File: src/sv/nsai_pkg.sv
// shared types and constants of the n-d slice address iterator
`default_nettype none

package nsai_pkg;

    // default configuration
    localparam int DIMS_DEFAULT  = 10;
    localparam int COORD_DEFAULT = 16;

    // fixed field widths
    localparam int FUNC_W   = 2;
    localparam int DIMIDX_W = 4;
    localparam int CNT_W    = 4;
    localparam int OFF_W    = 32;

    // function codes of an input beat
    typedef enum logic [FUNC_W-1:0] {
        FN_LOAD    = 2'd0,
        FN_BEGIN   = 2'd1,
        FN_ADVANCE = 2'd2
    } t_func;

    // sequencer states
    typedef enum logic [2:0] {
        ST_IDLE,
        ST_CHECK,
        ST_COPY,
        ST_MAC,
        ST_STEP,
        ST_DONE
    } t_state;

    // control of the shared multiply-accumulate unit
    typedef struct packed {
        logic clr;
        logic load;
        logic step;
    } t_mac_ctl;

    // write strobes of the bounds tables and coordinate store
    typedef struct packed {
        logic tbl_we;
        logic crd_we;
    } t_store_ctl;

    // status flags of a result beat
    typedef struct packed {
        logic status;
        logic ended;
        logic final_el;
    } t_result;

endpackage

`default_nettype wire

File: src/sv/nsai_store.sv
// bounds tables and current coordinates, one shared read index
`default_nettype none

module nsai_store #(
    parameter int MAX_DIMS   = nsai_pkg::DIMS_DEFAULT,
    parameter int COORD_BITS = nsai_pkg::COORD_DEFAULT,
    localparam int IDX_W     = (MAX_DIMS > 1) ? $clog2(MAX_DIMS) : 1,
    localparam int CUR_W     = COORD_BITS + 1
) (
    input  wire                       i_clk,
    input  wire nsai_pkg::t_store_ctl i_ctl,
    input  wire [IDX_W-1:0]           i_tbl_idx,
    input  wire [COORD_BITS-1:0]      i_wr_start,
    input  wire [COORD_BITS-1:0]      i_wr_end,
    input  wire [COORD_BITS-1:0]      i_wr_limit,
    input  wire [IDX_W-1:0]           i_rd_idx,
    input  wire [CUR_W-1:0]           i_crd_wdata,
    output logic [COORD_BITS-1:0]     o_start,
    output logic [COORD_BITS-1:0]     o_end,
    output logic [COORD_BITS-1:0]     o_limit,
    output logic [CUR_W-1:0]          o_coord
);

    logic [COORD_BITS-1:0] r_start [MAX_DIMS];
    logic [COORD_BITS-1:0] r_end   [MAX_DIMS];
    logic [COORD_BITS-1:0] r_limit [MAX_DIMS];
    logic [CUR_W-1:0]      r_coord [MAX_DIMS];

    // table write from a load beat
    always_ff @(posedge i_clk) begin
        if (i_ctl.tbl_we) begin
            r_start[i_tbl_idx] <= i_wr_start;
            r_end[i_tbl_idx]   <= i_wr_end;
            r_limit[i_tbl_idx] <= i_wr_limit;
        end
    end

    // coordinate write at the sequencer index
    always_ff @(posedge i_clk) begin
        if (i_ctl.crd_we) begin
            r_coord[i_rd_idx] <= i_crd_wdata;
        end
    end

    // single read index for all four stores
    assign o_start = r_start[i_rd_idx];
    assign o_end   = r_end[i_rd_idx];
    assign o_limit = r_limit[i_rd_idx];
    assign o_coord = r_coord[i_rd_idx];

endmodule

`default_nettype wire

File: src/sv/nsai_mac.sv
// shared multiply-accumulate for the horner offset sum
`default_nettype none

module nsai_mac #(
    parameter int COORD_BITS = nsai_pkg::COORD_DEFAULT,
    localparam int CUR_W     = COORD_BITS + 1,
    localparam int OFF_W     = nsai_pkg::OFF_W
) (
    input  wire                      i_clk,
    input  wire nsai_pkg::t_mac_ctl  i_ctl,
    input  wire [CUR_W-1:0]          i_coord,
    input  wire [COORD_BITS-1:0]     i_limit,
    output logic [OFF_W-1:0]         o_acc
);

    logic [OFF_W-1:0]   r_acc;
    logic [OFF_W-1:0]   n_acc;
    logic [OFF_W-1:0]   w_coord;
    logic [CUR_W-1:0]   w_len_full;
    logic [OFF_W-1:0]   w_len;
    logic [2*OFF_W-1:0] w_prod;

    // extent of the dimension and coordinate, both taken modulo 2^32
    assign w_len_full = {1'b0, i_limit} + CUR_W'(1);
    assign w_len      = OFF_W'(w_len_full);
    assign w_coord    = OFF_W'(i_coord);
    assign w_prod     = r_acc * w_len;

    // load sets acc = coord (over clear), clear sets 0, step does acc = acc * extent + coord
    always_comb begin
        n_acc = r_acc;
        if (i_ctl.load) begin
            n_acc = w_coord;
        end else if (i_ctl.clr) begin
            n_acc = '0;
        end else if (i_ctl.step) begin
            n_acc = w_prod[OFF_W-1:0] + w_coord;
        end
    end

    always_ff @(posedge i_clk) begin
        r_acc <= n_acc;
    end

    assign o_acc = r_acc;

endmodule

`default_nettype wire

File: src/sv/nsai_seq.sv
// sequencer: validation, start copy, offset pass and odometer carry pass
`default_nettype none

module nsai_seq #(
    parameter int MAX_DIMS   = nsai_pkg::DIMS_DEFAULT,
    parameter int COORD_BITS = nsai_pkg::COORD_DEFAULT,
    localparam int IDX_W     = (MAX_DIMS > 1) ? $clog2(MAX_DIMS) : 1,
    localparam int CUR_W     = COORD_BITS + 1
) (
    input  wire                         i_clk,
    input  wire                         i_rst_n,
    input  wire                         i_in_valid,
    output logic                        o_in_ready,
    input  wire [nsai_pkg::FUNC_W-1:0]  i_func,
    input  wire [nsai_pkg::DIMIDX_W-1:0] i_dim_index,
    input  wire [nsai_pkg::CNT_W-1:0]   i_dim_count,
    input  wire [COORD_BITS-1:0]        i_start,
    input  wire [COORD_BITS-1:0]        i_end,
    input  wire [COORD_BITS-1:0]        i_limit,
    input  wire [CUR_W-1:0]             i_coord,
    input  wire                         i_slot_free,
    output logic [IDX_W-1:0]            o_rd_idx,
    output logic [IDX_W-1:0]            o_tbl_idx,
    output nsai_pkg::t_store_ctl        o_store_ctl,
    output logic [CUR_W-1:0]            o_crd_wdata,
    output nsai_pkg::t_mac_ctl          o_mac_ctl,
    output logic                        o_res_wr,
    output nsai_pkg::t_result           o_res
);

    nsai_pkg::t_state  r_state, n_state;
    logic [IDX_W-1:0]  r_idx, n_idx;
    logic [IDX_W-1:0]  r_chk_last, n_chk_last;
    logic [IDX_W-1:0]  r_act_last, n_act_last;
    logic              r_carry, n_carry;
    logic              r_over, n_over;
    nsai_pkg::t_result r_res, n_res;

    logic              w_accept;
    logic              w_cnt_bad;
    logic              w_c_past_end;
    logic              w_bad_dim;
    logic [CUR_W-1:0]  w_bump;
    logic              w_bump_past_end;
    logic [CUR_W-1:0]  w_end_ext;

    assign o_in_ready = (r_state == nsai_pkg::ST_IDLE);
    assign w_accept   = i_in_valid && o_in_ready;

    // shared compares on the entry under the read index and on the beat's count
    assign w_end_ext       = {1'b0, i_end};
    assign w_cnt_bad       = (i_dim_count == '0) || (int'(i_dim_count) > MAX_DIMS);
    assign w_c_past_end    = i_coord > w_end_ext;
    assign w_bad_dim       = (i_end < i_start) || (i_end > i_limit);
    assign w_bump          = i_coord + {{COORD_BITS{1'b0}}, r_carry};
    assign w_bump_past_end = w_bump > w_end_ext;

    // idle reads dimension 0 for the end-of-slice check
    assign o_rd_idx  = (r_state == nsai_pkg::ST_IDLE) ? '0 : r_idx;
    assign o_tbl_idx = i_dim_index[IDX_W-1:0];

    // next state
    always_comb begin
        n_state = r_state;
        unique case (r_state)
            nsai_pkg::ST_IDLE: begin
                if (w_accept) begin
                    n_state = nsai_pkg::ST_DONE;
                    if (i_func == nsai_pkg::FN_BEGIN) begin
                        if (!w_cnt_bad) begin
                            n_state = nsai_pkg::ST_CHECK;
                        end
                    end else if (i_func == nsai_pkg::FN_ADVANCE) begin
                        if (!(r_over || w_c_past_end)) begin
                            n_state = (r_act_last == '0) ? nsai_pkg::ST_STEP
                                                         : nsai_pkg::ST_MAC;
                        end
                    end
                end
            end
            nsai_pkg::ST_CHECK: begin
                if (w_bad_dim) begin
                    n_state = nsai_pkg::ST_DONE;
                end else if (r_idx == r_chk_last) begin
                    n_state = nsai_pkg::ST_COPY;
                end
            end
            nsai_pkg::ST_COPY: begin
                if (r_idx == r_chk_last) begin
                    n_state = nsai_pkg::ST_DONE;
                end
            end
            nsai_pkg::ST_MAC: begin
                if (r_idx == r_act_last) begin
                    n_state = nsai_pkg::ST_STEP;
                end
            end
            nsai_pkg::ST_STEP: begin
                if (r_idx == '0) begin
                    n_state = nsai_pkg::ST_DONE;
                end
            end
            nsai_pkg::ST_DONE: begin
                if (i_slot_free) begin
                    n_state = nsai_pkg::ST_IDLE;
                end
            end
            default: n_state = nsai_pkg::ST_IDLE;
        endcase
    end

    // datapath control and next register values
    always_comb begin
        n_idx       = r_idx;
        n_chk_last  = r_chk_last;
        n_act_last  = r_act_last;
        n_carry     = r_carry;
        n_over      = r_over;
        n_res       = r_res;
        o_store_ctl = '0;
        o_mac_ctl   = '0;
        o_crd_wdata = i_coord;
        o_res_wr    = 1'b0;
        unique case (r_state)
            nsai_pkg::ST_IDLE: begin
                if (w_accept) begin
                    n_res         = '0;
                    o_mac_ctl.clr = 1'b1;
                    n_idx         = '0;
                    unique case (i_func)
                        nsai_pkg::FN_LOAD: begin
                            o_store_ctl.tbl_we = int'(i_dim_index) < MAX_DIMS;
                            n_res.ended        = r_over;
                        end
                        nsai_pkg::FN_BEGIN: begin
                            n_chk_last = IDX_W'(i_dim_count - nsai_pkg::CNT_W'(1));
                            if (w_cnt_bad) begin
                                n_res.status = 1'b1;
                                n_res.ended  = 1'b1;
                                n_over       = 1'b1;
                            end
                        end
                        nsai_pkg::FN_ADVANCE: begin
                            if (r_over || w_c_past_end) begin
                                n_res.ended = 1'b1;
                            end else begin
                                o_mac_ctl.load = 1'b1;
                                n_carry        = 1'b1;
                                n_idx          = (r_act_last == '0) ? '0 : IDX_W'(1);
                            end
                        end
                        default: n_res.ended = r_over;
                    endcase
                end
            end
            nsai_pkg::ST_CHECK: begin
                if (w_bad_dim) begin
                    n_res.status = 1'b1;
                    n_res.ended  = 1'b1;
                    n_over       = 1'b1;
                end else if (r_idx == r_chk_last) begin
                    n_idx = '0;
                end else begin
                    n_idx = r_idx + IDX_W'(1);
                end
            end
            nsai_pkg::ST_COPY: begin
                o_store_ctl.crd_we = 1'b1;
                o_crd_wdata        = {1'b0, i_start};
                if (r_idx == r_chk_last) begin
                    n_act_last = r_chk_last;
                    n_over     = 1'b0;
                end else begin
                    n_idx = r_idx + IDX_W'(1);
                end
            end
            nsai_pkg::ST_MAC: begin
                o_mac_ctl.step = 1'b1;
                if (r_idx != r_act_last) begin
                    n_idx = r_idx + IDX_W'(1);
                end
            end
            nsai_pkg::ST_STEP: begin
                // odometer carry, innermost dimension first
                o_store_ctl.crd_we = 1'b1;
                if (r_idx == '0) begin
                    o_crd_wdata = w_bump;
                    if (w_bump_past_end) begin
                        n_res.final_el = 1'b1;
                        n_over         = 1'b1;
                    end
                end else begin
                    n_idx = r_idx - IDX_W'(1);
                    if (w_bump_past_end) begin
                        o_crd_wdata = {1'b0, i_start};
                        n_carry     = 1'b1;
                    end else begin
                        o_crd_wdata = w_bump;
                        n_carry     = 1'b0;
                    end
                end
            end
            nsai_pkg::ST_DONE: begin
                o_res_wr = i_slot_free;
            end
            default: n_idx = r_idx;
        endcase
    end

    // control registers
    always_ff @(posedge i_clk) begin
        if (!i_rst_n) begin
            r_state    <= nsai_pkg::ST_IDLE;
            r_over     <= 1'b1;
            r_act_last <= '0;
        end else begin
            r_state    <= n_state;
            r_over     <= n_over;
            r_act_last <= n_act_last;
        end
    end

    // working registers
    always_ff @(posedge i_clk) begin
        r_idx      <= n_idx;
        r_chk_last <= n_chk_last;
        r_carry    <= n_carry;
        r_res      <= n_res;
    end

    assign o_res = r_res;

endmodule

`default_nettype wire

File: src/sv/nd_slice_address_iterator_top.sv
// top level of the n-d slice address iterator
//
// Input channel i_in_valid/o_in_ready carries one beat with func, dim_index,
// dim_start, dim_end, dim_limit and dim_count. Output channel
// o_out_valid/i_out_ready returns exactly one result beat per input beat.
// A load beat writes one dimension's bounds; a begin beat validates the
// descriptor and places the coordinates at the slice starts; an advance
// beat returns the row-major element offset and steps the coordinates.
// Work from accept to result valid, n being the dimension count:
//   load, unused code, ended advance, bad count: no pass, result at once
//   begin: a check pass over n dims, then a copy pass if all are valid
//   advance: n-1 steps of the shared multiply-accumulate, then
//   n steps of the odometer carry from the innermost dimension
// The input side is not ready while a beat is being worked on, so a
// new beat is accepted only after the last one's result is written.
// A finished result sits in an output register; the next input beat is
// accepted while it waits, and a stalled receiver only holds the sequencer
// once its next result is ready. Reset empties the output register and
// leaves the iteration ended; the bounds tables are undefined until loaded.
`default_nettype none

module nd_slice_address_iterator_top #(
    parameter int MAX_DIMS   = nsai_pkg::DIMS_DEFAULT,
    parameter int COORD_BITS = nsai_pkg::COORD_DEFAULT
) (
    input  wire                           i_clk,
    input  wire                           i_rst_n,
    input  wire                           i_in_valid,
    output logic                          o_in_ready,
    input  wire [nsai_pkg::FUNC_W-1:0]    i_func,
    input  wire [nsai_pkg::DIMIDX_W-1:0]  i_dim_index,
    input  wire [COORD_BITS-1:0]          i_dim_start,
    input  wire [COORD_BITS-1:0]          i_dim_end,
    input  wire [COORD_BITS-1:0]          i_dim_limit,
    input  wire [nsai_pkg::CNT_W-1:0]     i_dim_count,
    output logic                          o_out_valid,
    input  wire                           i_out_ready,
    output logic                          o_status,
    output logic [nsai_pkg::OFF_W-1:0]    o_element_offset,
    output logic                          o_ended,
    output logic                          o_final_element
);

    localparam int IDX_W = (MAX_DIMS > 1) ? $clog2(MAX_DIMS) : 1;
    localparam int CUR_W = COORD_BITS + 1;

    logic [IDX_W-1:0]            w_rd_idx;
    logic [IDX_W-1:0]            w_tbl_idx;
    nsai_pkg::t_store_ctl        w_store_ctl;
    nsai_pkg::t_mac_ctl          w_mac_ctl;
    logic [CUR_W-1:0]            w_crd_wdata;
    logic [COORD_BITS-1:0]       w_start;
    logic [COORD_BITS-1:0]       w_end;
    logic [COORD_BITS-1:0]       w_limit;
    logic [CUR_W-1:0]            w_coord;
    logic [nsai_pkg::OFF_W-1:0]  w_acc;
    logic                        w_res_wr;
    nsai_pkg::t_result           w_res;
    logic                        w_slot_free;

    logic                        r_out_valid;
    logic                        r_status;
    logic [nsai_pkg::OFF_W-1:0]  r_offset;
    logic                        r_ended;
    logic                        r_final;

    nsai_seq #(
        .MAX_DIMS   (MAX_DIMS),
        .COORD_BITS (COORD_BITS)
    ) u_seq (
        .i_clk       (i_clk),
        .i_rst_n     (i_rst_n),
        .i_in_valid  (i_in_valid),
        .o_in_ready  (o_in_ready),
        .i_func      (i_func),
        .i_dim_index (i_dim_index),
        .i_dim_count (i_dim_count),
        .i_start     (w_start),
        .i_end       (w_end),
        .i_limit     (w_limit),
        .i_coord     (w_coord),
        .i_slot_free (w_slot_free),
        .o_rd_idx    (w_rd_idx),
        .o_tbl_idx   (w_tbl_idx),
        .o_store_ctl (w_store_ctl),
        .o_crd_wdata (w_crd_wdata),
        .o_mac_ctl   (w_mac_ctl),
        .o_res_wr    (w_res_wr),
        .o_res       (w_res)
    );

    nsai_store #(
        .MAX_DIMS   (MAX_DIMS),
        .COORD_BITS (COORD_BITS)
    ) u_store (
        .i_clk       (i_clk),
        .i_ctl       (w_store_ctl),
        .i_tbl_idx   (w_tbl_idx),
        .i_wr_start  (i_dim_start),
        .i_wr_end    (i_dim_end),
        .i_wr_limit  (i_dim_limit),
        .i_rd_idx    (w_rd_idx),
        .i_crd_wdata (w_crd_wdata),
        .o_start     (w_start),
        .o_end       (w_end),
        .o_limit     (w_limit),
        .o_coord     (w_coord)
    );

    nsai_mac #(
        .COORD_BITS (COORD_BITS)
    ) u_mac (
        .i_clk   (i_clk),
        .i_ctl   (w_mac_ctl),
        .i_coord (w_coord),
        .i_limit (w_limit),
        .o_acc   (w_acc)
    );

    // output register frees when empty or taken this cycle
    assign w_slot_free = !r_out_valid || i_out_ready;

    always_ff @(posedge i_clk) begin
        if (!i_rst_n) begin
            r_out_valid <= 1'b0;
        end else if (w_res_wr) begin
            r_out_valid <= 1'b1;
        end else if (i_out_ready) begin
            r_out_valid <= 1'b0;
        end
    end

    // result payload
    always_ff @(posedge i_clk) begin
        if (w_res_wr) begin
            r_status <= w_res.status;
            r_offset <= w_acc;
            r_ended  <= w_res.ended;
            r_final  <= w_res.final_el;
        end
    end

    assign o_out_valid      = r_out_valid;
    assign o_status         = r_status;
    assign o_element_offset = r_offset;
    assign o_ended          = r_ended;
    assign o_final_element  = r_final;

endmodule

`default_nettype wire

File: config.mk
export PLATFORM = sky130hd
export DESIGN_NAME = nd_slice_address_iterator_top
export DESIGN_NICKNAME = d
export VERILOG_FILES = /design/src/sv/nsai_pkg.sv /design/src/sv/nsai_store.sv /design/src/sv/nsai_mac.sv /design/src/sv/nsai_seq.sv /design/src/sv/nd_slice_address_iterator_top.sv
export SDC_FILE = /design/constraint.sdc
export NUM_CORES = 2
export LEC_CHECK = 0
export BUFFER_PORTS_ARGS = -buffer_cell sky130_fd_sc_hd__buf_2
export CAP_MARGIN = 5
export CORE_AREA = 2 2 347 435
export DETAILED_ROUTE_END_ITERATION = 6
export DIE_AREA = 0 0 349 437
export GPL_TIMING_DRIVEN = 1
export PLACE_DENSITY_LB_ADDON = 0.3
export SLEW_MARGIN = 20
export SYNTH_ARGS = -nofsm -noshare
export SYNTH_HDL_FRONTEND = slang
export SYNTH_HIERARCHICAL = 1
export SYNTH_SLANG_ARGS = --single-unit
File: constraint.sdc
create_clock -name i_clk -period 20.1 [get_ports i_clk]
set_clock_uncertainty 0.05 [all_clocks]
set_input_delay 1.005 -clock i_clk [delete_from_list [all_inputs] [get_ports i_clk]]
set_output_delay 1.005 -clock i_clk [all_outputs]
set_load 0.02 [all_outputs]
Word level (Yosys, flattened, before mapping)
Memory sizes are Yosys's and may differ from the RTL's.
Cells that the tools add are included.
{"block": "word_totals", "ff_bits": 88, "latchBits": 0, "ram_bits": 650, "romBits": 0, "inputBits": 62, "output_inout_bits": 37, "elab_cells": 154, "mem_count": 4}
{"memory": "u_store.r_coord", "depth": 10, "word_bits": 17, "rd": 1, "rd_clocked_by_memory_dff": 0, "wr": 1, "line": "nsai_store.sv:27", "rtl": "logic [CUR_W-1:0] r_coord [MAX_DIMS];"}
{"memory": "u_store.r_end", "depth": 10, "word_bits": 16, "rd": 1, "rd_clocked_by_memory_dff": 0, "wr": 1, "line": "nsai_store.sv:25", "rtl": "logic [COORD_BITS-1:0] r_end [MAX_DIMS];"}
{"memory": "u_store.r_limit", "depth": 10, "word_bits": 16, "rd": 1, "rd_clocked_by_memory_dff": 0, "wr": 1, "line": "nsai_store.sv:26", "rtl": "logic [COORD_BITS-1:0] r_limit [MAX_DIMS];"}
{"memory": "u_store.r_start", "depth": 10, "word_bits": 16, "rd": 1, "rd_clocked_by_memory_dff": 0, "wr": 1, "line": "nsai_store.sv:24", "rtl": "logic [COORD_BITS-1:0] r_start [MAX_DIMS];"}
{"block": "op_classes", "n_addsub": 6, "mul": 1, "div_mod_pow": 0, "n_lt_le_gt_ge": 6, "n_eq_ne": 26, "shifts": 0, "mux": 68, "bitwise": 0, "reduce_logical": 27}
{"op": "two-way mux 17 bit", "n": 5}
{"op": "two-way mux 3 bit", "n": 13}
{"op": "two-way mux 4 bit", "n": 9}
{"op": "> comparator 17 x 16 -> 1 bit", "n": 2}
{"op": "case mux 17 bit (2 select lines)", "n": 1}
{"op": "adder 32 x 17 -> 32 bit", "n": 1}
{"op": "multiplier 32 x 17 -> 32 bit", "n": 1}
{"op": "two-way mux 1 bit", "n": 29}
{"op": "case mux 4 bit (5 select lines)", "n": 1}
{"op": "case mux 3 bit (6 select lines)", "n": 1}
{"op": "adder 16 x 1 -> 17 bit (second input constant)", "n": 1}
{"op": "adder 17 x 1 -> 17 bit", "n": 1}
{"op": "> comparator 16 bit", "n": 1}
{"op": "< comparator 16 bit", "n": 1}
{"op": "inequality test 2 bit (second input constant)", "n": 8}
{"op": "inequality test 2 x 1 -> 1 bit (second input constant)", "n": 7}
{"op": "zero test 4 bit", "n": 3}
{"op": "AND reduction 6 bit", "n": 2}
{"op": "equality test 4 bit", "n": 2}
{"op": "two-way mux 2 bit", "n": 4}
{"op": "AND reduction 8 bit", "n": 1}
{"op": "subtractor 4 x 1 -> 4 bit (second input constant)", "n": 2}
{"op": "equality test 3 x 2 -> 1 bit (second input constant)", "n": 2}
{"op": "equality test 3 bit (second input constant)", "n": 2}
{"op": "25 further kinds", "n": 34}

Logic depth before layout (Yosys ltp)
An unclocked memory read counts as a cell.
{"block": "depth", "word_depth": 11, "depth_mapped": 39, "depth_no_buf": 33}

Cells and area by module
Netlist, hierarchy kept.
{"mod": "nsai_store", "n_inst": 1, "cells_per_inst": 1207, "area_per_inst_um2": 25039.0, "seq_area_each_um2": 19518.7}
{"mod": "nsai_mac", "n_inst": 1, "cells_per_inst": 1632, "area_per_inst_um2": 14315.0, "seq_area_each_um2": 810.8}
{"mod": "nsai_seq", "n_inst": 1, "cells_per_inst": 496, "area_per_inst_um2": 3778.6, "seq_area_each_um2": 520.5}
{"mod": "nd_slice_address_iterator_top", "n_inst": 1, "cells_per_inst": 39, "area_per_inst_um2": 1099.8, "seq_area_each_um2": 1071.0}

Worst setup path after synthesis
No wires, ideal clock.
{"block": "synth_timing", "path_kind": "register to register", "from": "reg u_seq.r_state[0]", "to": "reg u_mac.r_acc[26], in the netlist u_mac/o_acc[26]", "setup_time_ns": 0.117, "t_arrival_ns": 9.035, "setup_slack_ns": 10.898, "path_stages_with_launch": 38, "path_buffers": 7, "period_less_slack_ns": 9.202, "cell_sequence": "dfxtp_1 > clkbuf_1 > or3_1 > clkbuf_1 > inv_1 > nor2_1 > buf_2 > nor3b_1 > buf_2 > buf_2 > a222oi_1 > nand2_1 > ha_1 > nand4_2 > nor3_1 > xor2_1 > clkbuf_1 > clkbuf_1 > [2 not listed] > inv_1 > fa_1 > fa_1 > fa_1 > fa_1 > inv_1 > fa_1 > inv_1 > ha_1 > a21o_1 > a21o_1 > a21o_1 > a21o_1 > a21oi_1 > a21oi_1 > o21a_1 > or3_1 > a32o_1"}
{"item": "from (decl)", "line": "nsai_seq.sv:31", "rtl": "nsai_pkg::t_state r_state, n_state;"}
{"item": "from (signal assigned)", "line": "nsai_seq.sv:213", "rtl": "r_state <= nsai_pkg::ST_IDLE;"}
{"item": "from (signal assigned)", "line": "nsai_seq.sv:217", "rtl": "r_state <= n_state;"}
{"item": "zero test 3 bit", "line": "nsai_seq.sv:47", "rtl": "assign o_in_ready = (r_state == nsai_pkg::ST_IDLE);"}
{"item": "net o_in_ready", "line": "nd_slice_address_iterator_top.sv:29", "rtl": "output logic o_in_ready,"}
{"item": "two-way mux 4 bit", "line": "nsai_seq.sv:59", "rtl": "assign o_rd_idx = (r_state == nsai_pkg::ST_IDLE) ? '0 : r_idx;"}
{"item": "net w_rd_idx[1]", "line": "nd_slice_address_iterator_top.sv:47", "rtl": "logic [IDX_W-1:0] w_rd_idx;"}
{"item": "memory read (10 x 16 bit)"}
{"item": "net w_limit[0]", "line": "nd_slice_address_iterator_top.sv:54", "rtl": "logic [COORD_BITS-1:0] w_limit;"}
{"item": "adder 16 x 1 -> 17 bit", "line": "nsai_mac.sv:24", "rtl": "assign w_len_full = {1'b0, i_limit} + CUR_W'(1);"}
{"item": "multiplier 32 x 17 -> 32 bit", "line": "nsai_mac.sv:27", "rtl": "assign w_prod = r_acc * w_len;"}
{"item": "adder 32 x 17 -> 32 bit", "line": "nsai_mac.sv:37", "rtl": "n_acc = w_prod[OFF_W-1:0] + w_coord;"}
{"item": "to (signal assigned)", "line": "nsai_mac.sv:42", "rtl": "r_acc <= n_acc;"}
{"item": "to (decl)", "line": "nsai_mac.sv:16", "rtl": "logic [OFF_W-1:0] r_acc;"}
The timed path passes the listed nets, and every way through them passes these cells.
A chain may end at the register's enable or synchronous reset.

Worst setup path after layout
{"block": "layout_timing", "from": "reg u_seq.r_state[1]", "to": "reg u_mac.r_acc[30], in the netlist u_mac/o_acc[30]"}
{"item": "zero test 3 bit", "line": "nsai_seq.sv:59"}
{"item": "two-way mux 4 bit", "line": "nsai_seq.sv:59"}
{"item": "net w_rd_idx[3]", "line": "nd_slice_address_iterator_top.sv:47"}
{"item": "memory read (10 x 16 bit)"}
{"item": "net w_limit[0]", "line": "nd_slice_address_iterator_top.sv:54"}
{"item": "adder 16 x 1 -> 17 bit", "line": "nsai_mac.sv:24"}
{"item": "multiplier 32 x 17 -> 32 bit", "line": "nsai_mac.sv:27"}
{"item": "adder 32 x 17 -> 32 bit", "line": "nsai_mac.sv:37"}
The timed path passes the listed nets, and every way through them passes these cells.

==> results.py <==
metrics = {
    "routing": {
        "routed_wl_mm": 121.0,
        "drc": 8,
        "firstDrtPassIters": 7,
        "dr_total_vias": 26725,
        "wire_per_inst_um": 22.15,
        "drt_iter0_drc": 1926,
        "detail-route-antenna-nets": 0,
        "vias_per_cell": 4.892,
    },
    "clock_tree": {
        "clkTransAtPathRegs_ps": 70,
        "post_cts.repair.setup_buffers": 0,
        "cts_num_sinks": 738,
        "htreeDepth": 3,
        "cts_hold_buf": 0,
        "clk_latency_ps": 690,
        "cts_resized": 0,
        "clockRootBuffer": "clkbuf_16",
        "cts_tree": "built",
        "cts_max_path_buffers": 3,
        "cts_inserted_buffers": 80,
    },
    "sta": {
        "fmax_mhz": 88.06,
        "worstMarginPinSlew_ps": 1142,
        "hold_viol": 0,
        "period_share": 0.5649,
        "slew_violations": 0,
        "slew_headroom": 0.2387,
        "rsz0062_at_grt": "no",
        "setup_viol": 0,
        "fin_setup_tns_ps": 0,
        "min_period_ps": 11360,
    },
    "yosys": {
        "syn-num-nets": 3927,
        "syn_inst": 3374,
        "async_flop_share": 0,
        "ys_types": 91,
        "synth_area_leaders": "edfxtp_1 (48%), fa_1 (15%), ha_1 (4.4%)",
        "ys_warn_count": 6,
        "synth_edf_count": 714,
        "synth_top_area_frac": 0.4847,
        "syn-cell-area_um2": 44230,
        "syn_area_per_cell_um2": 13.11,
        "yosys.area.top_type": "edfxtp_1",
        "synth_ff_type": "edfxtp_1",
        "ys_ff_latch": 738,
        "synth.most_common_cell": "edfxtp_1",
        "ys_top_cells_by_count": "edfxtp_1 (714), inv_1 (490), nand2_1 (422)",
        "synth-seq-area-share": 0.4956,
    },
    "finish": {
        "final_core_util": 0.3357,
        "register_area_um2": 21920,
        "area_growth_pct": 12.39,
        "fin_nets": 4031,
        "drive_above_1_share": 0.1773,
        "multi_input_area_um2": 19960,
        "fillerInstances": 14459,
    },
    "worst_hold_path": {
        "hold_path_class": "reg -> reg",
    },
    "setup_path": {
        "critPathKind": "reg -> reg",
        "cp.required_ps": 20670,
        "slowest_delay_ps": 680,
        "crit_path_end_kind": "flop",
        "critPathMaxFanout": 65,
        "cp-start-kind": "flop",
        "cp_common_cell": "fa_1",
        "slowest_stage": "dfxtp_1",
        "cp.arrival_ps": 11930,
    },
    "floorplan": {
        "die_w_um": 349,
        "initial_core_util": 0.2987,
        "die_area_um2": 152500,
        "num_rows": 158,
        "core_area_um2": 148100,
        "fp.dieH_um": 437,
        "ioPinCount": 99,
    },
    "global_route": {
        "grtUsageTotal": 0.1608,
        "grt_max_degree": 66,
        "grt_pass1_wl_mm": 184.1,
        "grt_pass1_vias": 28889,
        "grt_overflow": 0,
        "antenna_found_initial": 21,
    },
    "place": {
        "dp_hpwl_mm": 79.25,
        "routabilityCongestion": 0.8240,
        "io_buffers": 98,
    },
    "outcome": {
        "violations": "design-rule violations",
        "status": "complete, but fails checks",
    },
    "flow_run": {
        "cap_violations": 0,
    },
}
-- flip-flops by register name, summed over array words and instances, names as in the netlist, 3 cells and up --
register	flops
u_store/r_coord	170
u_store/r_end	160
u_store/r_limit	160
u_store/r_start	160
o_element_offset	32
u_mac/o_acc	32
u_seq/r_act_last	4
u_seq/r_chk_last	4
u_seq/r_idx	4
u_seq/o_res	3
u_seq/r_state	3
-- critical path, delay by kind of cell (launching register included) --
family,cells,cell delay (ps)
and+or+nand+nor,11,3120
AOI/OAI and AO/OA,5,1540
buffers and inverters,8,1870
xor gates and xnor gates,1,140
DFF,1,680
adders and majority gates,8,3790
-- layout make-up --
class	instances	area share
Sequential cell	738	0.4409
Timing Repair Buffer	173	0.02144
Multi-Input combinational cell	1994	0.4016
Clock inverter	47	0.008909
Inverter	491	0.03707
Clock buffer	99	0.04170
Antenna cell	1	0.00005034
Tap cell	1920	0.04832
-- metal layers --
metal | global-route usage | routed length [um] | vias up
li1 | - | - | 11864
met1 | 0.2019 | 50650 | 14037
met2 | 0.2859 | 62040 | 614
met3 | 0.02656 | 5771 | 184
met4 | 0.04011 | 2373 | 26
met5 | 0 | 177 | -
-- final timing paths --
path                                       from  cells after the start                           end  slack (ps)
setup / recovery  u_seq/r_state[1]$_SDFFE_PN0P_                     33  u_mac/o_acc[30]$_SDFFE_PP0P_        8740
hold / removal         u_seq/o_res[0]$_DFFE_PP_                      0     o_final_element$_DFFE_PP_         430
setup reg to reg  u_seq/r_state[1]$_SDFFE_PN0P_                     33  u_mac/o_acc[30]$_SDFFE_PP0P_        8740
hold reg to reg        u_seq/o_res[0]$_DFFE_PP_                      0     o_final_element$_DFFE_PP_         430
-- cell usage in the layout, fill, tap and decap left out, types with 13 or more instances in the layout --
master     Yosys  final
nor2_1        83     66
xnor2_1       48     44
dfxtp_1       24     24
inv_1        490    490
nor2b_1       31     31
o21a_1        16     16
clkinv_1       1     15
a21oi_1       49     49
nor2_4         0     13
buf_2         21     98
nor3_1        28     22
nand3_1       26     26
clkinv_2       0     17
a222oi_1      65     65
a21o_1        26     26
edfxtp_1     714    714
nand4_1       15     15
clkbuf_1     101     19
mux2_2       150    150
fa_1         335    335
ha_1         156    156
nand2_1      422    422
mux2_4        45     45
nand2b_1      31     31
mux4_2        65     65
xor2_1        23     18
and2_1       146    145
o21ai_0       49     49
clkbuf_16      0     80
buf_4         10     74
-- per-stage QoR --
step	cell area (um^2)	cells	hold WS [ps]	worst slack [ps]
floorplan	44230	3374	350.3	10900
global placement	47180	5316	484.8	9066
detailed placement	47190	5316	479.1	8874
CTS	49710	5462	471.7	8819
global route	49710	5463	485.9	8202
finish	49710	5463	432.7	8745
-- logic make-up after synthesis --
logic type / share of synthesized area
adder cells (fa/ha/maj): 0.1957
AND/OR/NAND/NOR: 0.09428
buffers and inverters: 0.05810
multiplexers: 0.08859
XOR/XNOR: 0.01646
flip-flops: 0.4956
AO/OA/AOI/OAI: 0.05123
Power is not shown: default switching activity piles up to over one toggle a cycle in this logic, so the estimate is an artifact.
